File: config.mk
export PLATFORM = sky130hd
export DESIGN_NAME = integer_property_classifier_core
export DESIGN_NICKNAME = d
export VERILOG_FILES = /design/src/ipc_pkg.sv /design/src/ipc_rem_unit.sv /design/src/integer_property_classifier_core.sv
export VERILOG_INCLUDE_DIRS = /design/src /design/src/src
export SDC_FILE = /design/constraint.sdc
export NUM_CORES = 1
export LEC_CHECK = 0
export ABC_AREA = 1
export BUFFER_PORTS_ARGS = -buffer_cell sky130_fd_sc_hd__buf_2
export CORE_MARGIN = 3
export CORE_UTILIZATION = 40
export DETAILED_ROUTE_END_ITERATION = 10
export HOLD_SLACK_MARGIN = 0.15
export SETUP_SLACK_MARGIN = 0.15
export SLEW_MARGIN = 10
export SYNTH_ARGS = -nofsm -noshare
export SYNTH_HDL_FRONTEND = slang
export SYNTH_HIERARCHICAL = 1
export SYNTH_SLANG_ARGS = --single-unit
File: constraint.sdc
create_clock -name aclk -period 6.8 [get_ports aclk]
set_input_delay 0.68 -clock aclk [delete_from_list [all_inputs] [get_ports aclk]]
set_output_delay 0.68 -clock aclk [all_outputs]
set_load 0.05 [all_outputs]
File: src/integer_property_classifier_core_macros.svh
// assertion helpers shared by the classifier rtl
`ifndef INTEGER_PROPERTY_CLASSIFIER_CORE_MACROS_SVH
`define INTEGER_PROPERTY_CLASSIFIER_CORE_MACROS_SVH

// same-cycle implication, disabled while reset is asserted
`define IPC_ASSERT_IMPLY(lbl, clk, rstn, ante, cons) \
    lbl: assert property (@(posedge clk) disable iff (!(rstn)) (ante) |-> (cons)) \
        else $error("ipc assertion failed");

// next-cycle implication, disabled while reset is asserted
`define IPC_ASSERT_NEXT(lbl, clk, rstn, ante, cons) \
    lbl: assert property (@(posedge clk) disable iff (!(rstn)) (ante) |=> (cons)) \
        else $error("ipc assertion failed");

`endif

File: src/ipc_pkg.sv
`default_nettype none

package ipc_pkg;

    // default width of the classified value
    localparam int VALUE_WIDTH_DEF = 31;

    // trial division constants
    localparam int EVEN_PRIME      = 2;
    localparam int FIRST_ODD_DIV   = 3;
    localparam int DIV_STEP        = 2;

    // status of the shared remainder unit
    typedef struct packed {
        logic done;
        logic zero;
    } rem_status_t;

endpackage

`default_nettype wire

File: src/ipc_rem_unit.sv
`default_nettype none
`include "integer_property_classifier_core_macros.svh"

// bit-serial restoring remainder, one dividend bit per cycle
module ipc_rem_unit
    import ipc_pkg::*;
#(
    parameter int VALUE_WIDTH = VALUE_WIDTH_DEF,
    parameter int DIV_WIDTH   = (VALUE_WIDTH_DEF + 1) / 2 + 1
) (
    input  wire logic                   aclk,
    input  wire logic                   aresetn,
    input  wire logic                   start,
    input  wire logic [VALUE_WIDTH-1:0] dividend,
    input  wire logic [DIV_WIDTH-1:0]   divisor,
    output rem_status_t                 status
);

    localparam int CW = $clog2(VALUE_WIDTH);

    logic                   busy_reg, busy_next;
    logic                   done_reg, done_next;
    logic [CW-1:0]          cnt_reg, cnt_next;
    logic [VALUE_WIDTH-1:0] dvd_reg, dvd_next;
    logic [DIV_WIDTH-1:0]   dvs_reg, dvs_next;
    logic [DIV_WIDTH-1:0]   rem_reg, rem_next;
    logic [DIV_WIDTH:0]     trial;
    logic [DIV_WIDTH:0]     diff;
    logic                   fits;

    // one restoring step: bring in the next dividend bit and try a subtract
    assign trial = {rem_reg, dvd_reg[VALUE_WIDTH-1]};
    assign diff  = trial - {1'b0, dvs_reg};
    assign fits  = trial >= {1'b0, dvs_reg};

    always_comb begin
        busy_next = busy_reg;
        done_next = 1'b0;
        cnt_next  = cnt_reg;
        dvd_next  = dvd_reg;
        dvs_next  = dvs_reg;
        rem_next  = rem_reg;
        if (start) begin
            busy_next = 1'b1;
            cnt_next  = CW'(VALUE_WIDTH - 1);
            dvd_next  = dividend;
            dvs_next  = divisor;
            rem_next  = '0;
        end else if (busy_reg) begin
            rem_next = fits ? diff[DIV_WIDTH-1:0] : trial[DIV_WIDTH-1:0];
            dvd_next = {dvd_reg[VALUE_WIDTH-2:0], 1'b0};
            if (cnt_reg == '0) begin
                busy_next = 1'b0;
                done_next = 1'b1;
            end else begin
                cnt_next = cnt_reg - 1'b1;
            end
        end
    end

    // control state
    always_ff @(posedge aclk) begin
        if (!aresetn) begin
            busy_reg <= 1'b0;
            done_reg <= 1'b0;
        end else begin
            busy_reg <= busy_next;
            done_reg <= done_next;
        end
    end

    // datapath
    always_ff @(posedge aclk) begin
        cnt_reg <= cnt_next;
        dvd_reg <= dvd_next;
        dvs_reg <= dvs_next;
        rem_reg <= rem_next;
    end

    assign status.done = done_reg;
    assign status.zero = (rem_reg == '0);

    `IPC_ASSERT_IMPLY(a_start_when_free, aclk, aresetn, start, !busy_reg && divisor != '0)
    `IPC_ASSERT_NEXT(a_start_goes_busy, aclk, aresetn, start, busy_reg && !done_reg)
    `IPC_ASSERT_NEXT(a_last_step_done, aclk, aresetn, busy_reg && !start && cnt_reg == '0,
        done_reg && !busy_reg)

endmodule

`default_nettype wire

File: src/integer_property_classifier_core.sv
// channel  | ports                                         | direction
// ---------+-----------------------------------------------+----------
// input    | s_valid, s_ready, s_value                     | in
// result   | m_valid, m_ready, m_is_even, m_is_prime,      | out
//          | m_is_square                                   |
//
// one value is taken at a time; s_ready is high only while the sequencer is idle
// the square root is found first, digit by digit, then each odd trial divisor up to
// the root is tried in turn in the bit-serial remainder unit
// worst case at 31 bits (a large prime) is about 23170 divisions
// the result sits in an output register, so a new value is taken while it waits
// reset is synchronous active low and clears the sequencer and result valid
`default_nettype none
`include "integer_property_classifier_core_macros.svh"

module integer_property_classifier_core
    import ipc_pkg::*;
#(
    parameter int VALUE_WIDTH = VALUE_WIDTH_DEF
) (
    input  wire logic                   aclk,
    input  wire logic                   aresetn,
    input  wire logic                   s_valid,
    output logic                        s_ready,
    input  wire logic [VALUE_WIDTH-1:0] s_value,
    output logic                        m_valid,
    input  wire logic                   m_ready,
    output logic                        m_is_even,
    output logic                        m_is_prime,
    output logic                        m_is_square
);

    localparam int RW = (VALUE_WIDTH + 1) / 2;
    localparam int SW = 2 * RW;
    localparam int DW = RW + 1;
    localparam int QW = $clog2(RW);

    localparam logic [2:0] ST_IDLE   = 3'd0;
    localparam logic [2:0] ST_SQRT   = 3'd1;
    localparam logic [2:0] ST_PRE    = 3'd2;
    localparam logic [2:0] ST_CHECK  = 3'd3;
    localparam logic [2:0] ST_WAIT   = 3'd4;
    localparam logic [2:0] ST_FINISH = 3'd5;

    logic [2:0]             state_reg, state_next;
    logic [VALUE_WIDTH-1:0] value_reg, value_next;
    logic [SW-1:0]          shift_reg, shift_next;
    logic [RW+1:0]          srem_reg, srem_next;
    logic [RW-1:0]          root_reg, root_next;
    logic [QW-1:0]          qcnt_reg, qcnt_next;
    logic [DW-1:0]          d_reg, d_next;
    logic                   prime_reg, prime_next;
    logic                   square_reg, square_next;
    logic                   m_valid_reg, m_valid_next;
    logic                   even_out_reg, even_out_next;
    logic                   prime_out_reg, prime_out_next;
    logic                   square_out_reg, square_out_next;

    logic [RW+1:0]          cand;
    logic [RW+1:0]          sq_trial;
    logic                   sq_fits;
    logic                   div_start;
    rem_status_t            div_status;

    // digit-by-digit square root step: two value bits in, one root bit out
    assign cand     = {srem_reg[RW-1:0], shift_reg[SW-1 -: 2]};
    assign sq_trial = {root_reg, 2'b01};
    assign sq_fits  = cand >= sq_trial;

    assign s_ready = (state_reg == ST_IDLE);

    // sequencer
    always_comb begin
        state_next      = state_reg;
        value_next      = value_reg;
        shift_next      = shift_reg;
        srem_next       = srem_reg;
        root_next       = root_reg;
        qcnt_next       = qcnt_reg;
        d_next          = d_reg;
        prime_next      = prime_reg;
        square_next     = square_reg;
        m_valid_next    = m_valid_reg;
        even_out_next   = even_out_reg;
        prime_out_next  = prime_out_reg;
        square_out_next = square_out_reg;
        div_start       = 1'b0;

        if (m_valid_reg && m_ready) begin
            m_valid_next = 1'b0;
        end

        unique case (state_reg)
            ST_IDLE: begin
                if (s_valid) begin
                    value_next = s_value;
                    shift_next = SW'(s_value);
                    srem_next  = '0;
                    root_next  = '0;
                    qcnt_next  = QW'(RW - 1);
                    state_next = ST_SQRT;
                end
            end
            ST_SQRT: begin
                srem_next  = sq_fits ? (cand - sq_trial) : cand;
                root_next  = {root_reg[RW-2:0], sq_fits};
                shift_next = {shift_reg[SW-3:0], 2'b00};
                if (qcnt_reg == '0) begin
                    state_next = ST_PRE;
                end else begin
                    qcnt_next = qcnt_reg - 1'b1;
                end
            end
            ST_PRE: begin
                square_next = (srem_reg == '0);
                d_next      = DW'(FIRST_ODD_DIV);
                // zero, one and even values settle without division
                if (value_reg[VALUE_WIDTH-1:1] == '0) begin
                    prime_next = 1'b0;
                    state_next = ST_FINISH;
                end else if (value_reg == VALUE_WIDTH'(EVEN_PRIME)) begin
                    prime_next = 1'b1;
                    state_next = ST_FINISH;
                end else if (!value_reg[0]) begin
                    prime_next = 1'b0;
                    state_next = ST_FINISH;
                end else begin
                    state_next = ST_CHECK;
                end
            end
            ST_CHECK: begin
                if (d_reg > {1'b0, root_reg}) begin
                    prime_next = 1'b1;
                    state_next = ST_FINISH;
                end else begin
                    div_start  = 1'b1;
                    state_next = ST_WAIT;
                end
            end
            ST_WAIT: begin
                if (div_status.done) begin
                    if (div_status.zero) begin
                        prime_next = 1'b0;
                        state_next = ST_FINISH;
                    end else begin
                        d_next     = d_reg + DW'(DIV_STEP);
                        state_next = ST_CHECK;
                    end
                end
            end
            ST_FINISH: begin
                // load the output register once the previous result is gone
                if (!m_valid_reg || m_ready) begin
                    m_valid_next    = 1'b1;
                    even_out_next   = !value_reg[0];
                    prime_out_next  = prime_reg;
                    square_out_next = square_reg;
                    state_next      = ST_IDLE;
                end
            end
            default: begin
                state_next = ST_IDLE;
            end
        endcase
    end

    // control state
    always_ff @(posedge aclk) begin
        if (!aresetn) begin
            state_reg   <= ST_IDLE;
            m_valid_reg <= 1'b0;
        end else begin
            state_reg   <= state_next;
            m_valid_reg <= m_valid_next;
        end
    end

    // datapath
    always_ff @(posedge aclk) begin
        value_reg      <= value_next;
        shift_reg      <= shift_next;
        srem_reg       <= srem_next;
        root_reg       <= root_next;
        qcnt_reg       <= qcnt_next;
        d_reg          <= d_next;
        prime_reg      <= prime_next;
        square_reg     <= square_next;
        even_out_reg   <= even_out_next;
        prime_out_reg  <= prime_out_next;
        square_out_reg <= square_out_next;
    end

    // shared remainder unit for trial division
    ipc_rem_unit #(
        .VALUE_WIDTH (VALUE_WIDTH),
        .DIV_WIDTH   (DW)
    ) u_rem (
        .aclk     (aclk),
        .aresetn  (aresetn),
        .start    (div_start),
        .dividend (value_reg),
        .divisor  (d_reg),
        .status   (div_status)
    );

    assign m_valid     = m_valid_reg;
    assign m_is_even   = even_out_reg;
    assign m_is_prime  = prime_out_reg;
    assign m_is_square = square_out_reg;

    `IPC_ASSERT_IMPLY(a_prime_not_square, aclk, aresetn, m_valid_reg,
        !(prime_out_reg && square_out_reg))
    `IPC_ASSERT_IMPLY(a_odd_divisor, aclk, aresetn, div_start, d_reg[0] && value_reg[0])
    `IPC_ASSERT_IMPLY(a_done_only_waiting, aclk, aresetn, div_status.done,
        state_reg == ST_WAIT)

endmodule

`default_nettype wire

==> key figures <==
Run status
  • Run status: finished, final reports clean

Final layout
  • Number of nets in the layout: roughly 1400
  • Final non-filler cell total: roughly 1700
  • Flip-flop count of the largest register after layout: 32
  • Fraction of layout cells with a size suffix above 1: between 10% and 20%
  • Top library cells by usage in the layout, fill and taps aside: nand2_1, edfxtp_1, inv_1
  • Most common library cell in the layout ignoring fill and taps: nand2_1
  • Area delta synth->final: 10.5%

GRT
  • Initial antenna violation count: 1
  • Overflow left after global routing: 0
  • GRT Util Overall: around 17%
  • Pin count of the biggest net entering global routing: 67
  • Vias in the first global route: about 7600
  • Global-route wire length before repair: 39300 microns

Worst setup path
  • CP required: just under 7 ns
  • Launching point of the worst reg2reg path: d_reg[15]
  • CP max FO: 56
  • Kind of end point of the critical path: flop
  • Number of cells on the worst reg-to-reg path: 10
  • Reg-to-Reg End: u_rem/dvd_reg[27]
  • Kind of critical path: reg2reg
  • Critical path startpoint category: flop
  • Critical path data arrival time: 3.33 ns
  • Slack of the worst reg-to-reg path: between 3 and 4 ns

Clock network
  • Number of setup buffers added after CTS: 0
  • Bufs on Longest Clock Path: 2
  • Number of clock buffers inserted by TritonCTS: 17
  • Cell at the root of the clock tree: clkbuf_16
  • Number of sinks handled by clock tree synthesis: about 200
  • Hold Buf Count CTS: 0
  • Gates resized, CTS repair: 0
  • CTS H-tree depth: 4
  • Worst-skew pair later-pin latency: ~0.44 ns
  • TritonCTS clock tree: yes
  • Clk pin slew, worst setup/hold paths: 0.08 ns

STA
  • Setup TNS: 0 ns
  • Slew Limit Fails: 0
  • Maximum operating frequency: about 310 MHz
  • Number of hold-slack violations in the final timing report: 0
  • Worst-Margin Slew: approximately 0.9 ns
  • Setup repair after global routing missed its margin: false
  • # setup viols final: 0
  • Post-layout minimum cycle time: between 3 and 4 ns
  • Share of the clock period used by the worst path: between 40% and 50%
  • Clock tree skew after final layout: roughly 0.016 ns
  • WHS: between 0.4 and 0.5 ns
  • Worst slew slack as a fraction of its limit: 39.6%

Floorplan
  • Boundary pin count: 40
  • Row cnt: 60
  • Placeable core region: ~27000 sq um
  • Die width: about 170 microns
  • Vertical die dimension: around 170 microns
  • Total Die Area: slightly below 30000 sq um
  • Starting density of the core: 40.9%

Pwr
  • Power Internal: 3.27 mW
  • Ratio of total power to cell area: about 480 nW/um^2
  • Net switching power: between 2 and 3 mW
  • Maximum resistive drop on vdd: 0.448 mV
  • Design Power: about 6 mW
  • Comb pwr share: a little under half
  • Leakage power summed over all cells: 5.50 nW
  • Sw Share: 44.6%
  • Clock power share: 17.6%
  • Seq pwr share: a little over a third

Place
  • Post-detail-place hpwl: approximately 19000 microns
  • Total of buffers placed on input and output ports: 39
  • Dpl cells: about 1600
  • GP Congestion: 0.894

Synthesis
  • Number of instances in the synthesized netlist: 1287
  • Predominant post-synthesis flop cell: edfxtp_1
  • Synth cell types: 49
  • Number of synthesis warnings: 6
  • Combined area of all synthesized cells: ~11000 sq um
  • Number of enable flip-flop cells after synthesis: 170
  • Total of flip-flops plus latches after synthesis: ~200
  • Seq/Total Area, Yosys: just over 50%
  • Post-synth ARST share: 0%
  • Net count of the mapped netlist: approximately 1400
  • Synthesized area divided by synthesized cell count: roughly 8.6 sq um

Min path
  • Min-Delay Path Class: in2reg
  • Sink of the worst hold path: value_reg[8]
  • Hold Path Depth: 1
  • Worst hold start: s_value[8]

Route
  • Number of nets with antenna violations after routing: 0
  • # DRC: 0
  • Average wire per cell in the routed design: roughly 15 microns
  • Via-to-Cell Ratio: between 4 and 5
  • Detailed Routing Iterations Pass 1: 5
  • Starting DRT DRC Count: 732
  • Vias: between 8000 and 9000
  • Total detailed-routing wirelength: approximately 25000 microns

Run
  • Maximum Capacitance Violations: 0
critical path, stage by stage, from the launching register on:
cell and delay, ns:
edfxtp_1 0.44, ha_1 0.30, inv_1 0.04, or2_2 0.29, nor3_1 0.14, nand3b_1 0.16
a21oi_4 0.17, buf_4 0.48, nor2_1 0.32, inv_1 0.11, buf_4 0.41
cell usage after synthesis, types with 4 or more instances:
library cell	count	area share [%]
a21o_1	4	0.27
a21oi_1	48	2.2
buf_2	5	0.23
clkbuf_1	14	0.48
dfxtp_1	28	5.1
edfxtp_1	170	46
ha_1	53	6.0
inv_1	166	5.6
inv_2	10	0.34
nand2_1	418	14
nand2_2	8	0.45
nand3_1	68	3.1
nand3_2	19	1.7
nand3b_1	6	0.41
nand4_1	15	0.85
nor2_1	120	4.1
nor2_2	7	0.40
nor3_1	18	0.82
nor4_1	12	0.68
o21ai_0	27	1.2
o21ai_1	4	0.18
o21ai_2	6	0.48
or2_2	5	0.28
xnor2_1	8	0.63
xor2_1	10	0.79
metrics by stage:
stage	util, %	instance area, sq um	setup WS [ns]
detailed placement	42.9	11600	3.54
global placement	42.9	11600	3.59
CTS	45.2	12200	3.53
global route	45.2	12200	3.22
floorplan	-	11100	0.832
finish	45.2	12200	3.56
layout make-up:
| cell class | instances | area, sq um |
|---|---|---|
| clock buffer | 17 | 425 |
| tap | 341 | 427 |
| sequential | 198 | 5670 |
| clock inverter | 15 | 189 |
| inverter | 177 | 664 |
| multi-input combinational | 885 | 4590 |
| antenna | 1 | 2.50 |
| timing repair buffer | 47 | 255 |
| fill | 2712 | 14800 |
per-layer routing:
layer | up-vias | global-route usage [%] | routed length, microns | share of wire (%)
met5 | - | 0 | 0 | 0
li1 | 4284 | - | - | -
met3 | 26 | 2.77 | 823 | 3.3
met4 | 0 | 4.17 | 336 | 1.4
met1 | 3840 | 26.3 | 13200 | 53
met2 | 138 | 24.2 | 10500 | 42
power groups by stage:
stage	Sequential, mW	Combinational, mW	Clock [mW]
final	2.13	2.73	1.04
after global routing	2.17	3.11	1.11
after CTS	2.13	2.73	1.06
after detailed placement	2.15	2.72	0
after global placement	2.14	2.69	0
after floorplan	2.11	2.19	0
cell families (layout without fill, tap and decap cells):
family / Yosys count / count (layout) / synth area share, %
AOI/OAI and AO/OA: 100 / 100 / 5.09
xor gates and xnor gates: 18 / 18 / 1.43
adders and majority gates: 54 / 54 / 6.18
buffers and inverters: 204 / 256 / 7.50
DFF: 198 / 198 / 51.3
other: 1 / 2 / 0.0339
and+or+nand+nor: 712 / 712 / 28.5
worst max-delay path by stage:
stage | cells past startpoint | slack (ns) | startpoint | endpoint
after floorplan | 2 | 0.83 | s_valid | root_reg[0]
after global placement | 10 | 3.59 | d_reg[15] | u_rem/dvd_reg[13]
after detailed placement | 10 | 3.54 | d_reg[15] | u_rem/dvd_reg[14]
after CTS | 10 | 3.53 | d_reg[15] | u_rem/dvd_reg[27]
after global routing | 10 | 3.22 | d_reg[15] | u_rem/dvd_reg[26]
final | 10 | 3.56 | d_reg[15] | u_rem/dvd_reg[27]
Note: power is estimated with default switching activity, not from simulation.
